**src/hw/rtl/glyph_rle_delta_decoder_top_macros.svh**
```systemverilog
// Assertion macros used by the decoder's back stage.
`ifndef GLYPH_RLE_DELTA_DECODER_TOP_MACROS_SVH
`define GLYPH_RLE_DELTA_DECODER_TOP_MACROS_SVH

// Same-cycle implication, disabled while reset is asserted.
`define GRD_ASSERT_IMPL(label, clk_i, rst_ni, ante, cons) \
	label: assert property (@(posedge clk_i) disable iff (!rst_ni) (ante) |-> (cons)) \
		else $error("decoder assertion failed");

// Next-cycle implication, disabled while reset is asserted.
`define GRD_ASSERT_NEXT(label, clk_i, rst_ni, ante, cons) \
	label: assert property (@(posedge clk_i) disable iff (!rst_ni) (ante) |=> (cons)) \
		else $error("decoder assertion failed");

`endif

```
**src/hw/rtl/grd_pkg.sv**
```systemverilog
`default_nettype none

package grd_pkg;

	// Byte code layout
	localparam int LIT_BIT    = 7;
	localparam int VALUED_BIT = 6;
	localparam int RUN_W      = 6;
	localparam int PIX7_W     = 7;
	localparam int PIX_W      = 8;
	localparam int CFG_DATA_W = 7;
	localparam int CFG_IDX_W  = 2;

	// Command queue between front and back
	localparam int QUEUE_DEPTH = 4;
	localparam int QUEUE_AW    = 2;

	typedef enum logic [CFG_IDX_W-1:0] {
		CFG_GLYPH_WIDTH  = 2'd0,
		CFG_GLYPH_HEIGHT = 2'd1,
		CFG_DELTA_MODE   = 2'd2
	} grd_cfg_idx_t;

	// One classified run: count pixels of value, last_byte marks end of stream
	typedef struct packed {
		logic [RUN_W-1:0]  count;
		logic [PIX7_W-1:0] value;
		logic              last_byte;
	} grd_cmd_t;

endpackage

`default_nettype wire

```
**src/hw/rtl/glyph_rle_delta_decoder_top.sv**
```systemverilog
`default_nettype none

// Glyph bitmap decoder: takes a glyph's compressed stream one byte word at a
// time and returns its pixels in raster order, one result word per pixel, with
// glyph_done on the last one; a stream that ends before the bitmap is full
// closes with an end marker word (pixel_valid 0, glyph_done 1, truncated 1).
// A front stage classifies each byte word in the cycle it is accepted (literal,
// zero run, or valued run whose value is the next word) and pushes a run
// command into a four-entry queue; the back stage pops one command per cycle
// while idle, then steps each pixel through a read state, which reads the line
// store entry of the pixel above, and a pixel state, which sums, writes back
// and loads the output register, waiting while the output slot is stalled.
// The line store read-then-write loop finishes one pixel before the next
// starts. Width and height outside 1..MAX are clamped. Write the registers
// only while the decoder is idle; cfg_ready is always high.

module glyph_rle_delta_decoder_top #(
	parameter int MAX_GLYPH_WIDTH  = 64,
	parameter int MAX_GLYPH_HEIGHT = 64
) (
	input  wire logic                            clk,
	input  wire logic                            arst_n,
	// compressed byte channel
	input  wire logic                            byte_valid,
	output logic                                 byte_stall,
	input  wire logic [grd_pkg::PIX_W-1:0]       code_byte,
	input  wire logic                            final_byte,
	// pixel result channel
	output logic                                 result_valid,
	input  wire logic                            result_stall,
	output logic [grd_pkg::PIX_W-1:0]            pixel_value,
	output logic                                 pixel_valid,
	output logic                                 glyph_done,
	output logic                                 truncated,
	// register write channel
	input  wire logic                            cfg_valid,
	output logic                                 cfg_ready,
	input  wire logic [grd_pkg::CFG_IDX_W-1:0]   cfg_index,
	input  wire logic [grd_pkg::CFG_DATA_W-1:0]  cfg_data
);

	localparam int WW = $clog2(MAX_GLYPH_WIDTH + 1);
	localparam int HW = $clog2(MAX_GLYPH_HEIGHT + 1);

	logic [grd_pkg::CFG_DATA_W-1:0] glyph_width_q;
	logic [grd_pkg::CFG_DATA_W-1:0] glyph_height_q;
	logic                           delta_mode_q;
	logic [WW-1:0]                  width_eff;
	logic [HW-1:0]                  height_eff;

	logic                           push;
	grd_pkg::grd_cmd_t              push_cmd;
	grd_pkg::grd_cmd_t              head_cmd;
	logic                           queue_full;
	logic                           queue_empty;
	logic                           pop;

	assign cfg_ready  = 1'b1;
	assign byte_stall = queue_full;

	// Register file: taken on every valid write word, unknown indexes dropped
	always_ff @(posedge clk or negedge arst_n) begin
		if (!arst_n) begin
			glyph_width_q  <= grd_pkg::CFG_DATA_W'(1);
			glyph_height_q <= grd_pkg::CFG_DATA_W'(1);
			delta_mode_q   <= 1'b0;
		end else if (cfg_valid && cfg_ready) begin
			unique case (grd_pkg::grd_cfg_idx_t'(cfg_index))
				grd_pkg::CFG_GLYPH_WIDTH:  glyph_width_q  <= cfg_data;
				grd_pkg::CFG_GLYPH_HEIGHT: glyph_height_q <= cfg_data;
				grd_pkg::CFG_DELTA_MODE:   delta_mode_q   <= cfg_data[0];
				default: ;
			endcase
		end
	end

	// Clamp dimensions: zero acts as one, anything past the maximum as the maximum
	always_comb begin
		priority if (glyph_width_q == '0) begin
			width_eff = WW'(1);
		end else if (int'(glyph_width_q) > MAX_GLYPH_WIDTH) begin
			width_eff = WW'(MAX_GLYPH_WIDTH);
		end else begin
			width_eff = WW'(glyph_width_q);
		end
		priority if (glyph_height_q == '0) begin
			height_eff = HW'(1);
		end else if (int'(glyph_height_q) > MAX_GLYPH_HEIGHT) begin
			height_eff = HW'(MAX_GLYPH_HEIGHT);
		end else begin
			height_eff = HW'(glyph_height_q);
		end
	end

	grd_front u_front (
		.clk       (clk),
		.arst_n    (arst_n),
		.byte_valid(byte_valid),
		.queue_full(queue_full),
		.code_byte (code_byte),
		.final_byte(final_byte),
		.push      (push),
		.cmd       (push_cmd)
	);

	grd_queue u_queue (
		.clk     (clk),
		.arst_n  (arst_n),
		.push    (push),
		.push_cmd(push_cmd),
		.pop     (pop),
		.head_cmd(head_cmd),
		.full    (queue_full),
		.empty   (queue_empty)
	);

	grd_back #(
		.MAX_GLYPH_WIDTH (MAX_GLYPH_WIDTH),
		.MAX_GLYPH_HEIGHT(MAX_GLYPH_HEIGHT)
	) u_back (
		.clk         (clk),
		.arst_n      (arst_n),
		.queue_empty (queue_empty),
		.head_cmd    (head_cmd),
		.pop         (pop),
		.width_eff   (width_eff),
		.height_eff  (height_eff),
		.delta_mode  (delta_mode_q),
		.result_stall(result_stall),
		.result_valid(result_valid),
		.pixel_value (pixel_value),
		.pixel_valid (pixel_valid),
		.glyph_done  (glyph_done),
		.truncated   (truncated)
	);

endmodule

`default_nettype wire

```
**src/hw/rtl/grd_ram.sv**
```systemverilog
`default_nettype none

module grd_ram #(
	parameter int WIDTH = 7,
	parameter int DEPTH = 64
) (
	input  wire logic                                     clk,
	input  wire logic                                     we,
	input  wire logic [((DEPTH > 1) ? $clog2(DEPTH) : 1)-1:0] waddr,
	input  wire logic [WIDTH-1:0]                         wdata,
	input  wire logic                                     re,
	input  wire logic [((DEPTH > 1) ? $clog2(DEPTH) : 1)-1:0] raddr,
	output logic      [WIDTH-1:0]                         rdata
);

	logic [WIDTH-1:0] mem_q [DEPTH];

	always_ff @(posedge clk) begin
		if (we) begin
			mem_q[waddr] <= wdata;
		end
		if (re) begin
			rdata <= mem_q[raddr];
		end
	end

endmodule

`default_nettype wire

```
**src/hw/rtl/grd_front.sv**
```systemverilog
`default_nettype none

module grd_front (
	input  wire logic                    clk,
	input  wire logic                    arst_n,
	input  wire logic                    byte_valid,
	input  wire logic                    queue_full,
	input  wire logic [grd_pkg::PIX_W-1:0] code_byte,
	input  wire logic                    final_byte,
	output logic                         push,
	output grd_pkg::grd_cmd_t            cmd
);

	logic                        awaiting_q;
	logic [grd_pkg::RUN_W-1:0]   held_q;
	logic                        accept;

	assign accept = byte_valid && !queue_full;

	// Classify the word; a valued-run opener is held until its value arrives
	always_comb begin
		push          = 1'b0;
		cmd.count     = '0;
		cmd.value     = '0;
		cmd.last_byte = final_byte;
		if (accept) begin
			priority if (awaiting_q) begin
				push      = 1'b1;
				cmd.count = held_q;
				cmd.value = code_byte[grd_pkg::PIX7_W-1:0];
			end else if (code_byte[grd_pkg::LIT_BIT]) begin
				push      = 1'b1;
				cmd.count = grd_pkg::RUN_W'(1);
				cmd.value = code_byte[grd_pkg::PIX7_W-1:0];
			end else if (code_byte[grd_pkg::VALUED_BIT]) begin
				// opener on the last word: no pixels, end marker only
				push = final_byte;
			end else begin
				push      = 1'b1;
				cmd.count = code_byte[grd_pkg::RUN_W-1:0];
			end
		end
	end

	always_ff @(posedge clk or negedge arst_n) begin
		if (!arst_n) begin
			awaiting_q <= 1'b0;
			held_q     <= '0;
		end else if (accept) begin
			if (final_byte) begin
				awaiting_q <= 1'b0;
				held_q     <= '0;
			end else if (awaiting_q) begin
				awaiting_q <= 1'b0;
				held_q     <= '0;
			end else if (!code_byte[grd_pkg::LIT_BIT] && code_byte[grd_pkg::VALUED_BIT]) begin
				awaiting_q <= 1'b1;
				held_q     <= code_byte[grd_pkg::RUN_W-1:0];
			end
		end
	end

endmodule

`default_nettype wire

```
**src/hw/rtl/grd_queue.sv**
```systemverilog
`default_nettype none

module grd_queue (
	input  wire logic               clk,
	input  wire logic               arst_n,
	input  wire logic               push,
	input  wire grd_pkg::grd_cmd_t  push_cmd,
	input  wire logic               pop,
	output grd_pkg::grd_cmd_t       head_cmd,
	output logic                    full,
	output logic                    empty
);

	grd_pkg::grd_cmd_t                slot_q [grd_pkg::QUEUE_DEPTH];
	logic [grd_pkg::QUEUE_AW-1:0]     wr_ptr_q;
	logic [grd_pkg::QUEUE_AW-1:0]     rd_ptr_q;
	logic [grd_pkg::QUEUE_AW:0]       count_q;
	logic                             do_push;
	logic                             do_pop;

	assign full     = (count_q == (grd_pkg::QUEUE_AW + 1)'(grd_pkg::QUEUE_DEPTH));
	assign empty    = (count_q == '0);
	assign do_push  = push && !full;
	assign do_pop   = pop && !empty;
	assign head_cmd = slot_q[rd_ptr_q];

	always_ff @(posedge clk) begin
		if (do_push) begin
			slot_q[wr_ptr_q] <= push_cmd;
		end
	end

	always_ff @(posedge clk or negedge arst_n) begin
		if (!arst_n) begin
			wr_ptr_q <= '0;
			rd_ptr_q <= '0;
			count_q  <= '0;
		end else begin
			if (do_push) begin
				wr_ptr_q <= wr_ptr_q + grd_pkg::QUEUE_AW'(1);
			end
			if (do_pop) begin
				rd_ptr_q <= rd_ptr_q + grd_pkg::QUEUE_AW'(1);
			end
			unique case ({do_push, do_pop})
				2'b10:   count_q <= count_q + (grd_pkg::QUEUE_AW + 1)'(1);
				2'b01:   count_q <= count_q - (grd_pkg::QUEUE_AW + 1)'(1);
				default: count_q <= count_q;
			endcase
		end
	end

endmodule

`default_nettype wire

```
**src/hw/rtl/grd_back.sv**
```systemverilog
`default_nettype none

`include "glyph_rle_delta_decoder_top_macros.svh"

module grd_back #(
	parameter int MAX_GLYPH_WIDTH  = 64,
	parameter int MAX_GLYPH_HEIGHT = 64,
	localparam int WW = $clog2(MAX_GLYPH_WIDTH + 1),
	localparam int HW = $clog2(MAX_GLYPH_HEIGHT + 1),
	localparam int PW = $clog2(MAX_GLYPH_WIDTH * MAX_GLYPH_HEIGHT + 1),
	localparam int CW = (MAX_GLYPH_WIDTH > 1) ? $clog2(MAX_GLYPH_WIDTH) : 1
) (
	input  wire logic                       clk,
	input  wire logic                       arst_n,
	input  wire logic                       queue_empty,
	input  wire grd_pkg::grd_cmd_t          head_cmd,
	output logic                            pop,
	input  wire logic [WW-1:0]              width_eff,
	input  wire logic [HW-1:0]              height_eff,
	input  wire logic                       delta_mode,
	input  wire logic                       result_stall,
	output logic                            result_valid,
	output logic [grd_pkg::PIX_W-1:0]       pixel_value,
	output logic                            pixel_valid,
	output logic                            glyph_done,
	output logic                            truncated
);

	typedef enum logic [1:0] {S_IDLE, S_READ, S_PIX, S_TAIL} state_t;

	state_t                        state_q;
	logic [PW-1:0]                 pixel_index_q;
	logic [CW-1:0]                 col_q;
	logic [grd_pkg::PIX7_W-1:0]    running_q;
	logic [grd_pkg::RUN_W-1:0]     count_q;
	logic [grd_pkg::PIX7_W-1:0]    value_q;
	logic                          last_q;
	logic                          out_valid_q;
	logic [grd_pkg::PIX_W-1:0]     pixel_value_q;
	logic                          pixel_valid_q;
	logic                          glyph_done_q;
	logic                          truncated_q;

	logic [PW-1:0]                 size;
	logic                          full;
	logic                          slot_free;
	logic [CW-1:0]                 col_eff;
	logic [WW-1:0]                 col_inc;
	logic [CW-1:0]                 col_next;
	logic [grd_pkg::PIX7_W-1:0]    above_rd;
	logic [grd_pkg::PIX7_W-1:0]    above;
	logic [grd_pkg::PIX7_W-1:0]    delta_sum;
	logic [grd_pkg::PIX7_W-1:0]    run_next;
	logic [grd_pkg::PIX7_W-1:0]    pix7;
	logic [PW-1:0]                 pix_next;
	logic                          ram_we;

	assign size      = PW'(width_eff) * PW'(height_eff);
	assign full      = (pixel_index_q >= size);
	assign slot_free = !out_valid_q || !result_stall;
	assign pop       = (state_q == S_IDLE) && !queue_empty;

	// Wrap a column left beyond a narrowed row, then step to the next one
	assign col_eff  = (WW'(col_q) >= width_eff) ? '0 : col_q;
	assign col_inc  = WW'(col_eff) + WW'(1);
	assign col_next = (col_inc >= width_eff) ? '0 : col_inc[CW-1:0];

	// First row has nothing above it
	assign above     = (pixel_index_q >= PW'(width_eff)) ? above_rd : '0;
	assign delta_sum = value_q + above;
	assign run_next  = running_q + delta_sum;
	assign pix7      = delta_mode ? run_next : value_q;
	assign pix_next  = pixel_index_q + PW'(1);
	assign ram_we    = (state_q == S_PIX) && slot_free && delta_mode;

	grd_ram #(
		.WIDTH(grd_pkg::PIX7_W),
		.DEPTH(MAX_GLYPH_WIDTH)
	) u_line_store (
		.clk  (clk),
		.we   (ram_we),
		.waddr(col_eff),
		.wdata(delta_sum),
		.re   (state_q == S_READ),
		.raddr(col_eff),
		.rdata(above_rd)
	);

	always_ff @(posedge clk or negedge arst_n) begin
		if (!arst_n) begin
			state_q       <= S_IDLE;
			pixel_index_q <= '0;
			col_q         <= '0;
			running_q     <= '0;
			count_q       <= '0;
			value_q       <= '0;
			last_q        <= 1'b0;
			out_valid_q   <= 1'b0;
			pixel_value_q <= '0;
			pixel_valid_q <= 1'b0;
			glyph_done_q  <= 1'b0;
			truncated_q   <= 1'b0;
		end else begin
			if (out_valid_q && !result_stall) begin
				out_valid_q <= 1'b0;
			end
			unique case (state_q)
				S_IDLE: begin
					if (!queue_empty) begin
						count_q <= head_cmd.count;
						value_q <= head_cmd.value;
						last_q  <= head_cmd.last_byte;
						if (full) begin
							// drop words past a full bitmap; the last one restarts
							if (head_cmd.last_byte) begin
								pixel_index_q <= '0;
								col_q         <= '0;
								running_q     <= '0;
							end
						end else if (head_cmd.count == '0) begin
							if (head_cmd.last_byte) begin
								state_q <= S_TAIL;
							end
						end else begin
							state_q <= S_READ;
						end
					end
				end
				S_READ: begin
					state_q <= S_PIX;
				end
				S_PIX: begin
					if (slot_free) begin
						out_valid_q   <= 1'b1;
						pixel_value_q <= {pix7, pix7[grd_pkg::PIX7_W-1]};
						pixel_valid_q <= 1'b1;
						glyph_done_q  <= (pix_next == size);
						truncated_q   <= 1'b0;
						pixel_index_q <= pix_next;
						col_q         <= col_next;
						count_q       <= count_q - grd_pkg::RUN_W'(1);
						if (delta_mode) begin
							running_q <= run_next;
						end
						if (pix_next == size) begin
							state_q <= S_IDLE;
							if (last_q) begin
								pixel_index_q <= '0;
								col_q         <= '0;
								running_q     <= '0;
							end
						end else if (count_q == grd_pkg::RUN_W'(1)) begin
							state_q <= last_q ? S_TAIL : S_IDLE;
						end else begin
							state_q <= S_READ;
						end
					end
				end
				S_TAIL: begin
					if (slot_free) begin
						out_valid_q   <= 1'b1;
						pixel_value_q <= '0;
						pixel_valid_q <= 1'b0;
						glyph_done_q  <= 1'b1;
						truncated_q   <= 1'b1;
						pixel_index_q <= '0;
						col_q         <= '0;
						running_q     <= '0;
						state_q       <= S_IDLE;
					end
				end
				default: state_q <= S_IDLE;
			endcase
		end
	end

	assign result_valid = out_valid_q;
	assign pixel_value  = pixel_value_q;
	assign pixel_valid  = pixel_valid_q;
	assign glyph_done   = glyph_done_q;
	assign truncated    = truncated_q;

	`GRD_ASSERT_IMPL(a_pix_in_bitmap, clk, arst_n, state_q == S_PIX, pixel_index_q < size)
	`GRD_ASSERT_IMPL(a_marker_flags, clk, arst_n, out_valid_q && !pixel_valid_q, glyph_done_q && truncated_q && pixel_value_q == '0)
	`GRD_ASSERT_NEXT(a_pix_loads_out, clk, arst_n, state_q == S_PIX && slot_free, out_valid_q && pixel_valid_q)

endmodule

`default_nettype wire

```
**config.mk**
```make
export PLATFORM = sky130hd
export DESIGN_NAME = glyph_rle_delta_decoder_top
export DESIGN_NICKNAME = d
export VERILOG_FILES = /design/src/hw/rtl/grd_pkg.sv /design/src/hw/rtl/glyph_rle_delta_decoder_top.sv /design/src/hw/rtl/grd_ram.sv /design/src/hw/rtl/grd_front.sv /design/src/hw/rtl/grd_queue.sv /design/src/hw/rtl/grd_back.sv
export VERILOG_INCLUDE_DIRS = /design/src /design/src/hw/rtl
export SDC_FILE = /design/constraint.sdc
export NUM_CORES = 1
export LEC_CHECK = 0
export ABC_AREA = 1
export BUFFER_PORTS_ARGS = -buffer_cell sky130_fd_sc_hd__buf_2
export CELL_PAD_IN_SITES_DETAIL_PLACEMENT = 1
export CELL_PAD_IN_SITES_GLOBAL_PLACEMENT = 1
export CORE_ASPECT_RATIO = 1.25
export CORE_MARGIN = 2
export CORE_UTILIZATION = 50
export DETAILED_ROUTE_END_ITERATION = 10
export GPL_ROUTABILITY_DRIVEN = 0
export PLACE_DENSITY_LB_ADDON = 0.12
export SYNTH_ARGS = -nofsm -noshare
export SYNTH_HDL_FRONTEND = slang
export SYNTH_SLANG_ARGS = --single-unit
```
**constraint.sdc**
```tcl
create_clock -name clk -period 17.7 [get_ports clk]
set_input_delay 1.77 -clock clk [delete_from_list [all_inputs] [get_ports clk]]
set_output_delay 1.77 -clock clk [all_outputs]
set_load 0.05 [all_outputs]
```
### After elaboration in Yosys (flattened, before gate mapping)

Memory sizes are Yosys's and may differ from the RTL's. A register that Yosys moved wholly into a read port is not among the register bits.
Index checks and enable logic that the tools add are counted.

| operators by class | value |
|---|---|
| add/sub/neg operators | 9 |
| multiply operators | 1 |
| order comparisons | 6 |
| eq/ne operators | 17 |
| muxes and demuxes | 78 |
| bitwise logic cells | 1 |
| reduce and logical (&&, ||, !) cells | 35 |

Operator list:

| cell | count |
|---|---|
| 2-to-1 mux 13 bit | 9 |
| 2-to-1 mux 7 bit | 15 |
| 2-to-1 mux 6 bit | 16 |
| one-hot mux 13 bit (3 select lines) | 1 |
| one-hot mux 7 bit (3 select lines) | 1 |
| 2-to-1 mux 2 bit | 9 |
| one-hot mux 6 bit (3 select lines) | 1 |
| 2-to-1 mux 1 bit | 17 |
| 2-to-1 mux 8 bit | 2 |
| one-hot mux 8 bit (2 select lines) | 1 |
| adder 7 bit | 2 |
| greater-than comparator 7 bit, second input constant | 2 |
| logical NOT 7 bit | 2 |
| adder 13 x 1 -> 13 bit, second input constant | 1 |
| equality test 13 bit | 1 |
| greater-or-equal comparator 13 bit | 1 |
| greater-or-equal comparator 13 x 7 -> 1 bit | 1 |
| multiplier 7 x 7 -> 13 bit | 1 |
| one-hot mux 6 bit (2 select lines) | 1 |
| AND reduction 2 bit | 5 |
| equality test 2 bit, second input constant | 4 |
| logical AND 1 bit | 8 |
| != test 2 x 1 -> 1 bit, second input constant | 4 |
| one-hot mux 2 bit (4 select lines) | 1 |
| 26 further kinds | 41 |

| storage, ports and cells | value |
|---|---|
| flip-flop bits (word level) | 83 |
| RAM bits | 504 |
| input port bits | 23 |
| memories kept | 2 |

Memory list:

| memory | depth | bits a word | rd ports | clocked after Yosys merged registers in | write ports | RTL line | text |
|---|---|---|---|---|---|---|---|
| u_back.u_line_store.mem_q | 64 | 7 | 1 | 1 | 1 | grd_ram.sv:16 | `logic [WIDTH-1:0] mem_q [DEPTH];` |
| u_queue.slot_q | 4 | 14 | 1 | 0 | 1 | grd_queue.sv:14 | `grd_pkg::grd_cmd_t slot_q [grd_pkg::QUEUE_DEPTH];` |

### Depth between registers and ports, before layout

Gate-level depths: netlist of run 1.

| logic depth | value |
|---|---|
| depth in word-level cells | 12 |
| depth in mapped cells | 33 |
| gate-level depth less buffers | 33 |

### Modules after synthesis

Synthesis of run 1 repeated with hierarchy kept, for this count alone.

| unflattened totals | value |
|---|---|
| cell total of the unflattened synthesis | 2988 |
| area, all modules | 29233.0 µm² |

Modules (own cells, without submodules):

| module | instances | cells an instance | area an instance (µm²) | seq. area each (µm²) |
|---|---|---|---|---|
| grd_ram | 1 | 1590 | 18615.4 | 13663.1 |
| grd_back | 1 | 988 | 6485.0 | 1326.3 |
| grd_queue | 1 | 225 | 2747.6 | 1856.8 |
| glyph_rle_delta_decoder_top | 1 | 101 | 818.3 | 377.9 |
| grd_front | 1 | 84 | 566.8 | 175.2 |

### Least setup slack after synthesis of run 1

No wires, ideal clock.

| timing path | value |
|---|---|
| path kind | reg2reg |
| from | register glyph_width_q[3] in the netlist's numbering |
| to | register u_back.running_q[6] in the netlist's numbering |
| setup time | 0.118 ns |
| arrival time | 6.001 ns |
| required time | 17.582 ns |
| setup slack | 11.582 ns |
| stages on the path, launching flop included | 33 |
| period minus slack after synthesis | 6.118 ns |
| cell sequence | dfrtp_1 > nor4_1 > nand3_1 > nand2_1 > inv_1 > nor2_1 > inv_1 > ha_1 > a21oi_1 > o21ai_0 > nand2_1 > nand2_1 > nand3_1 > nand3_1 > inv_1 > nor2_1 > ha_1 > nand3_1 > nand2_1 > nand2_1 > nand2_1 > a21oi_1 > xnor2_1 > ha_1 > nand2_1 > inv_1 > nand2_1 > nand3_1 > xor2_1 > nand3b_1 > nand3_1 > nand3_1 > nand2_1 |

| on the way | value |
|---|---|
| cells in the longest elaborated chain, start to end | 12 |
| elaborated cells between the ends (all ways) | 18 |

RTL lines:

| element | RTL line | text |
|---|---|---|
| start: declaration | glyph_rle_delta_decoder_top.sv:45 | `logic [grd_pkg::CFG_DATA_W-1:0] glyph_width_q;` |
| start signal: assignment | glyph_rle_delta_decoder_top.sv:64 | `glyph_width_q <= grd_pkg::CFG_DATA_W'(1);` |
| start signal: assignment | glyph_rle_delta_decoder_top.sv:69 | `grd_pkg::CFG_GLYPH_WIDTH: glyph_width_q <= cfg_data;` |
| greater-than comparator 7 bit | glyph_rle_delta_decoder_top.sv:81 | `end else if (int'(glyph_width_q) > MAX_GLYPH_WIDTH) begin` |
| 2-to-1 mux 7 bit | glyph_rle_delta_decoder_top.sv:81 |  |
| 2-to-1 mux 7 bit * | glyph_rle_delta_decoder_top.sv:79 | `priority if (glyph_width_q == '0) begin` |
| greater-or-equal comparator 13 x 7 -> 1 bit * | grd_back.sv:69 | `assign above = (pixel_index_q >= PW'(width_eff)) ? above_rd : '0;` |
| 2-to-1 mux 7 bit * | grd_back.sv:69 |  |
| adder 7 bit * | grd_back.sv:70 | `assign delta_sum = value_q + above;` |
| named net u_back.delta_sum (one bit) | grd_back.sv:52 | `logic [grd_pkg::PIX7_W-1:0] delta_sum;` |
| adder 7 bit * | grd_back.sv:71 | `assign run_next = running_q + delta_sum;` |
| 2-to-1 mux 7 bit * | grd_back.sv:142 | `if (delta_mode) begin` |
| 2-to-1 mux 7 bit | grd_back.sv:147 | `if (last_q) begin` |
| 2-to-1 mux 7 bit * | grd_back.sv:145 | `if (pix_next == size) begin` |
| 2-to-1 mux 7 bit * | grd_back.sv:133 | `if (slot_free) begin` |
| one-hot mux 7 bit (3 select lines) * | grd_back.sv:107 | `unique case (state_q)` |
| end signal: assignment | grd_back.sv:143 | `running_q <= run_next;` |
| end: declaration | grd_back.sv:34 | `logic [grd_pkg::PIX7_W-1:0] running_q;` |

The timed path passes the listed nets; every way through them passes the cells marked *. The select of a mux whose other input is x is not followed.
A chain may end at the register's enable or synchronous reset.

### Final worst setup path of run 1

| timing path | value |
|---|---|
| from | register glyph_width_q[3] in the netlist's numbering |
| to | register u_back.col_q[4] |

| on the way | value |
|---|---|
| cells in the longest elaborated chain, start to end | 12 |
| elaborated cells between the ends (all ways) | 18 |

RTL lines:

| element | RTL line | text |
|---|---|---|
| greater-than comparator 7 bit | glyph_rle_delta_decoder_top.sv:81 |  |
| 2-to-1 mux 7 bit | glyph_rle_delta_decoder_top.sv:81 |  |
| 2-to-1 mux 7 bit * | glyph_rle_delta_decoder_top.sv:79 |  |
| greater-or-equal comparator 6 x 7 -> 1 bit | grd_back.sv:64 | `assign col_eff = (WW'(col_q) >= width_eff) ? '0 : col_q;` |
| 2-to-1 mux 6 bit | grd_back.sv:64 |  |
| adder 6 x 1 -> 7 bit | grd_back.sv:65 | `assign col_inc = WW'(col_eff) + WW'(1);` |
| greater-or-equal comparator 7 bit | grd_back.sv:66 | `assign col_next = (col_inc >= width_eff) ? '0 : col_inc[CW-1:0];` |
| 2-to-1 mux 6 bit | grd_back.sv:66 |  |
| 2-to-1 mux 6 bit | grd_back.sv:147 |  |
| 2-to-1 mux 6 bit | grd_back.sv:145 |  |
| 2-to-1 mux 6 bit | grd_back.sv:133 |  |
| one-hot mux 6 bit (3 select lines) | grd_back.sv:107 |  |
| end signal: assignment | grd_back.sv:140 | `col_q <= col_next;` |
| end: declaration | grd_back.sv:33 | `logic [CW-1:0] col_q;` |

Every way passes the cells marked *; elsewhere a longest branch is shown, timed or not. The select of a mux whose other input is x is not followed.

==> results.txt, run 1 <==
----------------------------------------------------
[Global route]
  Vias in the first global route ... 22.3k
  First-pass GRT wire length ... 123,000 um
  All-layer global routing usage ... 26.6%
  Grt ovf ... 0
  Largest net degree at the start of global routing ... 111
  Antenna violations before repair ... 0

[Logic synthesis]
  Cell taking the most area after synthesis ... sky130_fd_sc_hd__edfxtp_1
  Cell with the most instances after synthesis ... sky130_fd_sc_hd__nand2_1
  Count of flip-flops with a built-in enable after synthesis ... 511
  Synth async-reset ratio ... 13.8%
  Number of storage elements in the synthesis netlist ... 593
  Ranking of synthesized cells by area ... sky130_fd_sc_hd__edfxtp_1 53%, sky130_fd_sc_hd__nand2_1 10%, sky130_fd_sc_hd__dfrtp_1 6.9%
  Part of the Yosys area used for sequential elements ... 59.9%
  Synth cell types ... 48
  Total number of yosys warnings ... 0
  Commonest cells in the synthesized netlist ... 771 x sky130_fd_sc_hd__nand2_1, 531 x sky130_fd_sc_hd__inv_1, 511 x sky130_fd_sc_hd__edfxtp_1, 270 x sky130_fd_sc_hd__nor2_1, 180 x sky130_fd_sc_hd__nand3_1
  Top_reg_cell synth ... sky130_fd_sc_hd__edfxtp_1
  Summed instance area of the synthesized netlist ... 29,100 sq um
  Average footprint of a synthesized cell ... 9.72 sq um
  Area share of the leading cell type in the synthesized netlist ... 52.8%
  Instance count of the mapped netlist ... 2,991
  Mapped Nets ... 3,124

[Power and ir drop]
  Power density relative to cell area ... 156 nW/um^2
  Highest ir drop seen on vdd ... 0.185 mV
  Total power of the final layout ... 4.94 mW
  Leakage power figure ... 14.0 nW

[Clocking]
  CTS max path bufs ... 3
  Hold buffer count at CTS ... 0
  Later-pin clock latency in the skew report ... 0.66 ns
  H-tree depth reported by CTS ... 2
  Register clock-pin slew on the reported worst setup and hold paths ... 0.06 ns
  # Post-CTS Setup Buffers ... 0
  TritonCTS Sinks ... 593
  Clock tree from TritonCTS ... yes
  Number of clock buffers inserted by TritonCTS ... 59
  Cts repair resizes ... 0
  Root Buffer ... sky130_fd_sc_hd__clkbuf_16

[Placed design]
  Placed instance count ... 3,701
  Sum of net half-perimeters after detailed placement ... 51,500 um
  Count of port buffers added during placement ... 35
  Placed inst area ... 29,900 sq um
  Post-placement worst setup slack ... 11.09 ns

[Final layout]
  Count of non-filler cells in the finished layout ... 3,808
  Area added between synthesis and finish ... 9.21%
  Share of post-route cells with drive strength above 1 ... 5.33%
  NumNets Final ... 3,145
  Total non-filler cell area in the finished layout ... 31,700 sq um
  Number of antenna diodes ... 0

[Setup path]
  Worst Setup Start Kind ... flop
  Critical Path Source ... glyph_width_q[3]
  Crit Path Max Fanout ... 38
  Reg2reg path depth ... 33
  Required time reported for the critical path endpoint ... 18.24 ns
  Longest individual stage delay on the worst path ... 0.50 ns
  Internal reg-to-reg setup slack ... 11.04 ns
  End of the critical path ... u_back.col_q[4]
  FF-to-FF End ... u_back.col_q[4]
  Worst Setup End Kind ... flop
  Type of the worst setup path ... flop to flop
  Reg-to-reg critical path startpoint ... glyph_width_q[3]
  CP arrival ... 7.20 ns
  Most common cell on crit path ... sky130_fd_sc_hd__nand2_1
  Slowest stage cell, crit path ... sky130_fd_sc_hd__fa_1

[Detailed routing]
  Total iterations of the first detailed-routing run ... 5
  DRC violation count after routing ... 0
  Via count ... 20.9k
  DRT iter0 DRCs ... 1,372
  Via density ... 5.49
  DR WL/cell ... 20.6 um
  Total length of routed wires ... 78,300 um
  Final ANT Viol Nets ... 0

[Worst hold path]
  Type of the worst min-delay path ... flop to flop

[STA]
  Minimum clock period after layout ... 6.66 ns
  Period utilization ... 37.6%
  Worst slew margin relative to its limit ... 24.1%
  Setup skew after layout ... 0.0660 ns
  Final hold violation count ... 0
  Final worst slack ... 11.04 ns
  Maximum clock frequency ... 0.150 GHz
  Total negative slack ... 0 ns
  RSZ-0062 raised after global routing ... false
  Actual slew at the worst max-slew pin ... 1.14 ns
  Number of endpoints failing setup at the final stage ... 0
  Max-slew violation count ... 0

[Floorplanning]
  Chip height ... 274 um
  Chip width ... 220 um
  I/O pins ... 37
  Initial cell density of the core ... 50.6%
  Std-Cell Rows ... 98
  Area of the core ... 57,400 sq um
  Die area ... 60,100 sq um

[Outcome]
  Status ... finished, final reports clean

[Run]
  Max-capacitance violation count ... 0

----------------------------------------------------
==> worst max-delay path, delay by kind of cell (launching register included) <==
family / cells / cell delay [ns]
and+or+nand+nor: 19 / 2.67
adders and majority gates: 6 / 2.47
buffers and inverters: 7 / 0.83
DFF: 1 / 0.39
AOI/OAI and AO/OA: 1 / 0.20
==> layout by cell type (no fill, tap or decap), types with 34 or more instances in the layout <==
master,synthesis,final
sky130_fd_sc_hd__clkbuf_16,0,59
sky130_fd_sc_hd__dfrtp_1,80,80
sky130_fd_sc_hd__nand3_1,180,180
sky130_fd_sc_hd__ha_1,84,83
sky130_fd_sc_hd__a21oi_1,47,47
sky130_fd_sc_hd__edfxtp_1,511,511
sky130_fd_sc_hd__o21ai_0,119,119
sky130_fd_sc_hd__nor2_1,270,267
sky130_fd_sc_hd__inv_1,531,529
sky130_fd_sc_hd__o211ai_1,119,119
sky130_fd_sc_hd__nand2_1,771,770
sky130_fd_sc_hd__buf_2,47,34
==> cell families after synthesis <==
| logic type | Yosys count | share of synthesized area [%] |
|---|---|---|
| compound gates | 332 | 7.16 |
| fa+ha+maj | 110 | 5.41 |
| other cells | 1 | 0.0129 |
| buf+inv | 635 | 8.66 |
| flops | 593 | 59.9 |
| xor+xnor | 19 | 0.573 |
| simple gates | 1301 | 18.3 |
==> how the worst min path moves through the flow <==
stage                                    from                  end  slack, ns  cells after the start
after detailed placement  u_back.running_q[6]  u_back.running_q[6]       0.48                      2
after global placement    u_back.running_q[6]  u_back.running_q[6]       0.47                      2
final                     u_back.running_q[6]  u_back.running_q[6]       0.49                      2
after floorplan           u_back.running_q[6]  u_back.running_q[6]       0.45                      2
after global routing       u_back.pixel_valid   u_back.pixel_valid       0.53                      2
after CTS                 u_back.running_q[6]  u_back.running_q[6]       0.50                      2
==> stage by stage <==
stage	hold slack [ns]	utilization (%)
2_1_floorplan	0.449	-
3_3_place_gp	0.467	52.2
3_5_place_dp	0.479	52.2
4_1_cts	0.496	55.3
5_1_grt	0.529	55.3
6_report	0.489	55.3
==> per-layer routing <==
layer  part of all wire [%]  GRT usage [%]
met4                    4.1           10.8
met1                     40           31.5
met2                     53           49.0
met3                    3.5           2.92
met5                      0              0
==> cell type report <==
cell class,instances,area (sq um)
flip-flops and latches,593,17400
multi-input cells,1763,9230
fillers,6375,25600
inverters,535,2010
clock buffers,83,1600
well taps,750,938
clock inverters,24,205
repair buffers,60,365
==> sequential cells by signal, indices dropped and copies added (netlist names), 7 cells and up <==
register,count
u_back.pixel_index_q,13
u_back.value_q,7
u_back.u_line_store.mem_q,448
u_back.pixel_value,7
glyph_width_q,7
glyph_height_q,7
u_queue.slot_q,56
u_back.running_q,7
u_back.u_line_store.rdata,7
==> where the power goes <==
group | switching, mW | internal [mW]
sequential | 0.0678 | 2.06
clock | 0.534 | 0.657
combinational | 1.26 | 0.354
(Power assumes the default switching activity.)
==> inputs of run 2 (changes only) <==
Settings changed: ABC_AREA 1 to 0, CORE_UTILIZATION 50 to 48.
Clock period 17.7 ns to 5.9 ns, I/O delays scaled along.
==> run 2 against run 1 <==
Effect of this change: the run now ends with setup timing left; sequential cell count is the same; via count is 20% lower; register-to-register slack got worse by 11 ns; clock skew fell by 0.038 ns; non-clock buffer count increased by 90; count of clock-buffer cells in the layout fell by 9; final area down 4.8%; wire length is 10% lower; critical endpoint is now u_back.col_q[3]; largest cell class unchanged; largest power group unchanged.
==> results.txt, run 2 <==
----------------------------------------------------
[Outcome]
  Status ... complete, but fails checks
  Violated checks ... setup timing

[Floorplanning]
  Std-Cell Rows ... 95
  Initial cell density of the core ... 48.7%
  I/O pins ... 37
  Chip height ... 266 um
  Die area ... 56,700 sq um
  Area of the core ... 54,000 sq um
  Chip width ... 213 um

[Logic synthesis]
  Part of the Yosys area used for sequential elements ... 66.2%
  Cell taking the most area after synthesis ... sky130_fd_sc_hd__edfxtp_1
  Top_reg_cell synth ... sky130_fd_sc_hd__edfxtp_1
  Commonest cells in the synthesized netlist ... 511 x sky130_fd_sc_hd__edfxtp_1, 211 x sky130_fd_sc_hd__nor2_1, 144 x sky130_fd_sc_hd__nand2_1, 84 x sky130_fd_sc_hd__ha_1
  Ranking of synthesized cells by area ... sky130_fd_sc_hd__edfxtp_1 58%, sky130_fd_sc_hd__dfrtp_1 7.6%, sky130_fd_sc_hd__ha_1 4.0%
  Summed instance area of the synthesized netlist ... 26,300 sq um
  Number of storage elements in the synthesis netlist ... 593
  Synth async-reset ratio ... 13.8%
  Count of flip-flops with a built-in enable after synthesis ... 511
  Mapped Nets ... 2,043
  Synth cell types ... 73
  Instance count of the mapped netlist ... 1,910
  Cell with the most instances after synthesis ... sky130_fd_sc_hd__edfxtp_1
  Total number of yosys warnings ... 0
  Area share of the leading cell type in the synthesized netlist ... 58.3%
  Average footprint of a synthesized cell ... 13.8 sq um

[Global route]
  Vias in the first global route ... 17.8k
  All-layer global routing usage ... 25.3%
  Largest net degree at the start of global routing ... 65
  Grt ovf ... 0
  Antenna violations before repair ... 0
  First-pass GRT wire length ... 108,000 um

[STA]
  Number of endpoints failing setup at the final stage ... 26
  Period utilization ... 103%
  Final worst slack ... -0.195 ns
  Worst slew margin relative to its limit ... 11.5%
  Total negative slack ... -2.97 ns
  Minimum clock period after layout ... 6.09 ns
  RSZ-0062 raised after global routing ... true
  Actual slew at the worst max-slew pin ... 1.31 ns
  Maximum clock frequency ... 0.164 GHz
  Final hold violation count ... 0
  Setup skew after layout ... 0.0282 ns
  Max-slew violation count ... 0

[Power and ir drop]
  Net Sw Power ... 5.55 mW
  Leakage power figure ... 10.7 nW
  Power density relative to cell area ... 511 nW/um^2
  Share of power burned in registers ... 41.0%
  Clk pwr share ... 22.7%
  Highest ir drop seen on vdd ... 0.500 mV
  Switching power share of the total ... 35.9%
  Logic pwr share ... 36.3%
  Internal power component ... 9.90 mW

[Setup path]
  Worst Setup End Kind ... flop
  CP arrival ... 6.59 ns
  Worst Setup Start Kind ... flop
  Reg2reg path depth ... 25
  Crit Path Max Fanout ... 7
  Type of the worst setup path ... flop to flop
  Required time reported for the critical path endpoint ... 6.39 ns

[Worst hold path]
  Type of the worst min-delay path ... primary input to flop
  Hold-critical path depth ... 3

[Detailed routing]
  Final ANT Viol Nets ... 0
  Via density ... 5.97
  DR WL/cell ... 25.1 um
  Total iterations of the first detailed-routing run ... 7
  DRC violation count after routing ... 0
  Via count ... 16.7k
  DRT iter0 DRCs ... 1,462
  Total length of routed wires ... 70,200 um

[Final layout]
  Sequential cell area ... 17,400 sq um
  Top reg by flops ... u_back.u_line_store.mem_q
  Count of non-filler cells in the finished layout ... 2,800
  Area added between synthesis and finish ... 14.9%
  NumNets Final ... 2,166
  Largest registers in the final layout ... u_back.u_line_store.mem_q: 448 flops, u_queue.slot_q: 56 flops, u_back.pixel_index_q: 13 flops
  Most frequent cells in the layout ... 511 x sky130_fd_sc_hd__edfxtp_1, 205 x sky130_fd_sc_hd__nor2_1, 141 x sky130_fd_sc_hd__nand2_1, 108 x sky130_fd_sc_hd__buf_4
  Filler cell count ... 5,319
  Share of post-route cells with drive strength above 1 ... 16.4%
  Number of antenna diodes ... 0
  Most frequent standard cell in the layout excluding fill and tap cells ... sky130_fd_sc_hd__edfxtp_1
  Number of flip-flops under the largest register name ... 448
  Multi-input gate area ... 8760 sq um
  Fin util ... 56.0%

[Clocking]
  Later-pin clock latency in the skew report ... 0.61 ns
  Root Buffer ... sky130_fd_sc_hd__clkbuf_16
  Number of clock buffers inserted by TritonCTS ... 56
  TritonCTS Sinks ... 593
  CTS max path bufs ... 3
  Clock tree from TritonCTS ... yes
  H-tree depth reported by CTS ... 2
  Register clock-pin slew on the reported worst setup and hold paths ... 0.06 ns

[Placed design]
  Count of port buffers added during placement ... 35
  Placed instance count ... 2,687
  Sum of net half-perimeters after detailed placement ... 45,900 um

[Run]
  Max-capacitance violation count ... 0

----------------------------------------------------
run 2: cell type report:
cell class / instances / share of cell area, %
Clock inverter: 24 / 0.625
Inverter: 81 / 1.03
Multi-Input combinational cell: 1151 / 29.0
Timing Repair Buffer: 150 / 3.57
Sequential cell: 593 / 57.6
Tap cell: 727 / 3.01
Clock buffer: 74 / 5.20
run 2: logic make-up after synthesis:
logic type      synth area share, %
compound gates                 10.4
xor+xnor                       1.83
fa+ha+maj                      5.98
buf+inv                        2.41
flops                          66.2
mux                            3.91
other cells                  0.0143
simple gates                   9.30
run 2: worst paths after layout:
kind,startpoint,end,slack (ns)
setup / recovery,glyph_width_q[3],u_back.col_q[3],-0.19
hold / removal,cfg_data[6],glyph_width_q[6],0.22
setup reg to reg,glyph_width_q[3],u_back.col_q[3],-0.19
hold reg to reg,u_back.pixel_valid,u_back.pixel_valid,0.47
max in group asynchronous,arst_n,u_back.col_q[2],4.32
min in group asynchronous,arst_n,u_front.held_q[0],0.45
run 2: layer usage:
layer  share of wire, %  wire, um  vias up  track usage, %
li1                   -         -     7507               -
met1                 40     28200     8625            32.2
met2                 52     36700      466            44.5
met4                3.1      2200        0            8.60
met3                4.5      3140      130            3.05
met5                  0         0        -               0
run 2: per-stage QoR:
| stage | setup WS (ns) | hold WS, ns | instance area (sq um) | total power [mW] |
|---|---|---|---|---|
| floorplan | 0.0173 | 0.294 | 26400 | 9.52 |
| global placement | -0.411 | 0.460 | 28000 | 11.5 |
| detailed placement | -0.511 | 0.460 | 28000 | 11.7 |
| CTS | -0.371 | 0.193 | 30000 | 15.4 |
| global route | -0.434 | 0.213 | 30200 | 16.2 |
| finish | -0.195 | 0.218 | 30200 | 15.5 |
run 2: what timing repair did:
action / in CTS / in global routing
hold buffers: 1 / 0
resized for setup: 33 / 42
endpoints found under the hold margin: 28 / 0
endpoints found under the setup margin: 28 / 70
setup buffers: 14 / 1
cloned: 0 / 1
pin swaps: 31 / 33
run 2: critical path: stages (launching register included):
cell	delay, ns
sky130_fd_sc_hd__dfrtp_1	0.38
sky130_fd_sc_hd__or4_4	0.55
sky130_fd_sc_hd__nor2_4	0.10
sky130_fd_sc_hd__o21ai_2	0.07
sky130_fd_sc_hd__inv_2	0.06
sky130_fd_sc_hd__and2_4	0.13
sky130_fd_sc_hd__fa_1	0.40
sky130_fd_sc_hd__inv_1	0.08
sky130_fd_sc_hd__fa_1	0.43
sky130_fd_sc_hd__fa_1	0.47
sky130_fd_sc_hd__fa_1	0.51
sky130_fd_sc_hd__inv_2	0.05
sky130_fd_sc_hd__ha_4	0.23
sky130_fd_sc_hd__a21o_1	0.20
sky130_fd_sc_hd__a31o_4	0.23
sky130_fd_sc_hd__nor2_4	0.10
sky130_fd_sc_hd__xor2_1	0.10
sky130_fd_sc_hd__ha_1	0.31
sky130_fd_sc_hd__and4_4	0.23
sky130_fd_sc_hd__nand3_2	0.06
sky130_fd_sc_hd__or3_4	0.34
sky130_fd_sc_hd__a31oi_4	0.15
sky130_fd_sc_hd__a211oi_2	0.08
sky130_fd_sc_hd__o21a_4	0.28
sky130_fd_sc_hd__buf_6	0.15
sky130_fd_sc_hd__a221o_1	0.30
run 2: power by group through the flow:
stage	sequential [mW]	clock [mW]	combinational [mW]
2_1_floorplan	6.40	0	3.12
3_3_place_gp	6.39	0	5.09
3_5_place_dp	6.41	0	5.31
4_1_cts	6.33	3.57	5.46
5_1_grt	6.38	3.70	6.12
6_report	6.33	3.51	5.61
==> inputs of run 3 (changes only) <==
Settings changed: CORE_UTILIZATION 48 to 26.
==> run 3 against run 2 <==
Effect of this change: the flow still finishes with violations (setup timing); maximum frequency increased by 2.2%; count of clock-buffer cells in the layout increased by 8; first-iteration DRC count decreased by 33%; clock power increased by 23%; cell count increased by 24%; clock skew increased by 0.0025 ns; global-route usage decreased by 9.8 points; non-clock buffer count increased by 54; worst setup slack improved by 0.13 ns; die area increased by 83%.
==> results.txt, run 3 (same netlist as run 2, synthesis figures left out) <==
----------------------------------------------------
[Outcome]
  Status ... complete, but fails checks
  Violated checks ... setup timing

[Clocking]
  Register clock-pin slew on the reported worst setup and hold paths ... 0.06 ns
  Clock tree from TritonCTS ... yes
  Number of clock buffers inserted by TritonCTS ... 67
  TritonCTS Sinks ... 593
  Later-pin clock latency in the skew report ... 0.62 ns
  CTS max path bufs ... 3
  H-tree depth reported by CTS ... 3
  Root Buffer ... sky130_fd_sc_hd__clkbuf_16

[STA]
  Final hold violation count ... 0
  Maximum clock frequency ... 0.168 GHz
  Final worst slack ... -0.0660 ns
  Period utilization ... 101%
  Number of endpoints failing setup at the final stage ... 17
  Actual slew at the worst max-slew pin ... 1.33 ns
  Total negative slack ... -0.549 ns
  Max-slew violation count ... 0
  Setup skew after layout ... 0.0307 ns
  Minimum clock period after layout ... 5.97 ns
  RSZ-0062 raised after global routing ... true
  Worst slew margin relative to its limit ... 10.1%

[Final layout]
  Fin util ... 31.7%
  Area added between synthesis and finish ... 21.0%
  Filler cell count ... 10.6k
  Most frequent cells in the layout ... 511 x sky130_fd_sc_hd__edfxtp_1, 208 x sky130_fd_sc_hd__nor2_1, 160 x sky130_fd_sc_hd__buf_4, 143 x sky130_fd_sc_hd__nand2_1, 81 x sky130_fd_sc_hd__ha_1
  Number of antenna diodes ... 0
  Most frequent standard cell in the layout excluding fill and tap cells ... sky130_fd_sc_hd__edfxtp_1
  Count of non-filler cells in the finished layout ... 3,469
  Number of flip-flops under the largest register name ... 448
  NumNets Final ... 2,230
  Share of post-route cells with drive strength above 1 ... 19.0%
  Largest registers in the final layout ... u_back.u_line_store.mem_q: 448 flops, u_queue.slot_q: 56 flops, u_back.pixel_index_q: 13 flops
  Top reg by flops ... u_back.u_line_store.mem_q

[Power and ir drop]
  Leakage power figure ... 11.3 nW
  Total power of the final layout ... 16.3 mW
  Power density relative to cell area ... 513 nW/um^2
  Highest ir drop seen on vdd ... 0.493 mV

[Floorplanning]
  Chip width ... 288 um
  Std-Cell Rows ... 130
  Initial cell density of the core ... 26.2%
  Chip height ... 360 um
  I/O pins ... 37
  Die area ... 104,000 sq um
  Area of the core ... 100,000 sq um

[Setup path]
  Worst Setup End Kind ... flop
  Crit Path Max Fanout ... 5
  CP arrival ... 6.48 ns
  Required time reported for the critical path endpoint ... 6.42 ns
  Type of the worst setup path ... flop to flop
  Worst Setup Start Kind ... flop

[Detailed routing]
  Final ANT Viol Nets ... 0
  Total length of routed wires ... 79,500 um
  DRC violation count after routing ... 0
  Via count ... 16.6k
  DR WL/cell ... 22.9 um
  Via density ... 4.79
  DRT iter0 DRCs ... 978
  Total iterations of the first detailed-routing run ... 8

[Placed design]
  Sum of net half-perimeters after detailed placement ... 53,100 um
  Count of port buffers added during placement ... 35
  Placed instance count ... 3,341

[Run]
  Max-capacitance violation count ... 0

[Global route]
  All-layer global routing usage ... 15.4%
  First-pass GRT wire length ... 119,000 um
  Antenna violations before repair ... 0
  Grt ovf ... 0
  Largest net degree at the start of global routing ... 65
  Vias in the first global route ... 18.2k

[Worst hold path]
  Type of the worst min-delay path ... primary input to flop

----------------------------------------------------
run 3: cell types whose count changed in the layout (fill, tap and decap cells not counted), sizes merged, moves of 2 or more:
cell      change
buf          +53
clkbuf        +8
bufinv        +5
clkinv        +4
clkinvlp      +4
inv           +2
run 3: area by class of cell:
type | count | area (sq um) | share of cell area, %
sequential | 593 | 17400 | 54.7
multi-input combinational | 1150 | 8660 | 27.2
clock buffer | 82 | 1810 | 5.68
tap | 1320 | 1650 | 5.19
timing repair buffer | 204 | 1540 | 4.85
clock inverter | 39 | 437 | 1.37
inverter | 81 | 309 | 0.972
run 3: timing repair:
action / CTS / global route
hold buffers: 1 / 0
endpoints found under the hold margin: 37 / 0
cloned: 1 / 0
buffers inserted: 4 / 2
pin swaps: 16 / 7
resized for setup: 50 / 10
setup endpoints to repair: 28 / 30
run 3: critical path, cell delays in order, from the launching register on:
cell and delay, ns:
sky130_fd_sc_hd__dfrtp_1 0.38, sky130_fd_sc_hd__or4_1 0.52, sky130_fd_sc_hd__nor2_1 0.13, sky130_fd_sc_hd__o21ai_2 0.08, sky130_fd_sc_hd__inv_2 0.06, sky130_fd_sc_hd__and2_4 0.13
sky130_fd_sc_hd__fa_1 0.39, sky130_fd_sc_hd__inv_1 0.08, sky130_fd_sc_hd__fa_1 0.42, sky130_fd_sc_hd__fa_1 0.45, sky130_fd_sc_hd__fa_1 0.50, sky130_fd_sc_hd__inv_2 0.05
sky130_fd_sc_hd__ha_4 0.22, sky130_fd_sc_hd__a21o_1 0.19, sky130_fd_sc_hd__a31o_4 0.24, sky130_fd_sc_hd__nor2_4 0.09, sky130_fd_sc_hd__xor2_1 0.07, sky130_fd_sc_hd__ha_1 0.30
sky130_fd_sc_hd__and4_4 0.22, sky130_fd_sc_hd__nand3_2 0.07, sky130_fd_sc_hd__or3_4 0.35, sky130_fd_sc_hd__a31oi_4 0.16, sky130_fd_sc_hd__a211oi_4 0.07, sky130_fd_sc_hd__o21a_4 0.24
sky130_fd_sc_hd__bufbuf_16 0.27, sky130_fd_sc_hd__a22o_1 0.21
run 3: through the flow:
stage | hold WS [ns] | area, sq um | setup WS, ns
after global routing | 0.207 | 31800 | -0.304
after floorplan | 0.294 | 26400 | 0.0173
after CTS | 0.182 | 31800 | -0.105
after detailed placement | 0.479 | 29200 | -0.349
after global placement | 0.462 | 29200 | -0.307
final | 0.230 | 31800 | -0.0660
run 3: routing by layer:
layer	share of wire (%)	global-route usage [%]	routed length, um	up-vias
met3	3.1	2.03	2430	106
met5	0	0	0	-
li1	-	-	-	7644
met2	52	27.7	41500	252
met4	2.5	4.65	1990	0
met1	42	19.0	33600	8615
run 3: path summary, 6_finish.rpt:
check                                   start                  to  slack, ns  cells past startpoint
setup reg to reg             glyph_width_q[5]     u_back.col_q[4]      -0.07                     25
hold / removal                    cfg_data[6]    glyph_width_q[6]       0.23                      3
min in group asynchronous              arst_n  u_queue.count_q[2]       0.52                      2
setup / recovery             glyph_width_q[5]     u_back.col_q[4]      -0.07                     25
hold reg to reg            u_back.pixel_valid  u_back.pixel_valid       0.48                      2
max in group asynchronous              arst_n     u_back.col_q[2]       4.24                      3
run 3: power by group:
group	total (mW)	internal, mW	switching (mW)
Combinational	5.76	1.90	3.86
Clock	4.30	2.54	1.76
Sequential	6.28	6.03	0.251
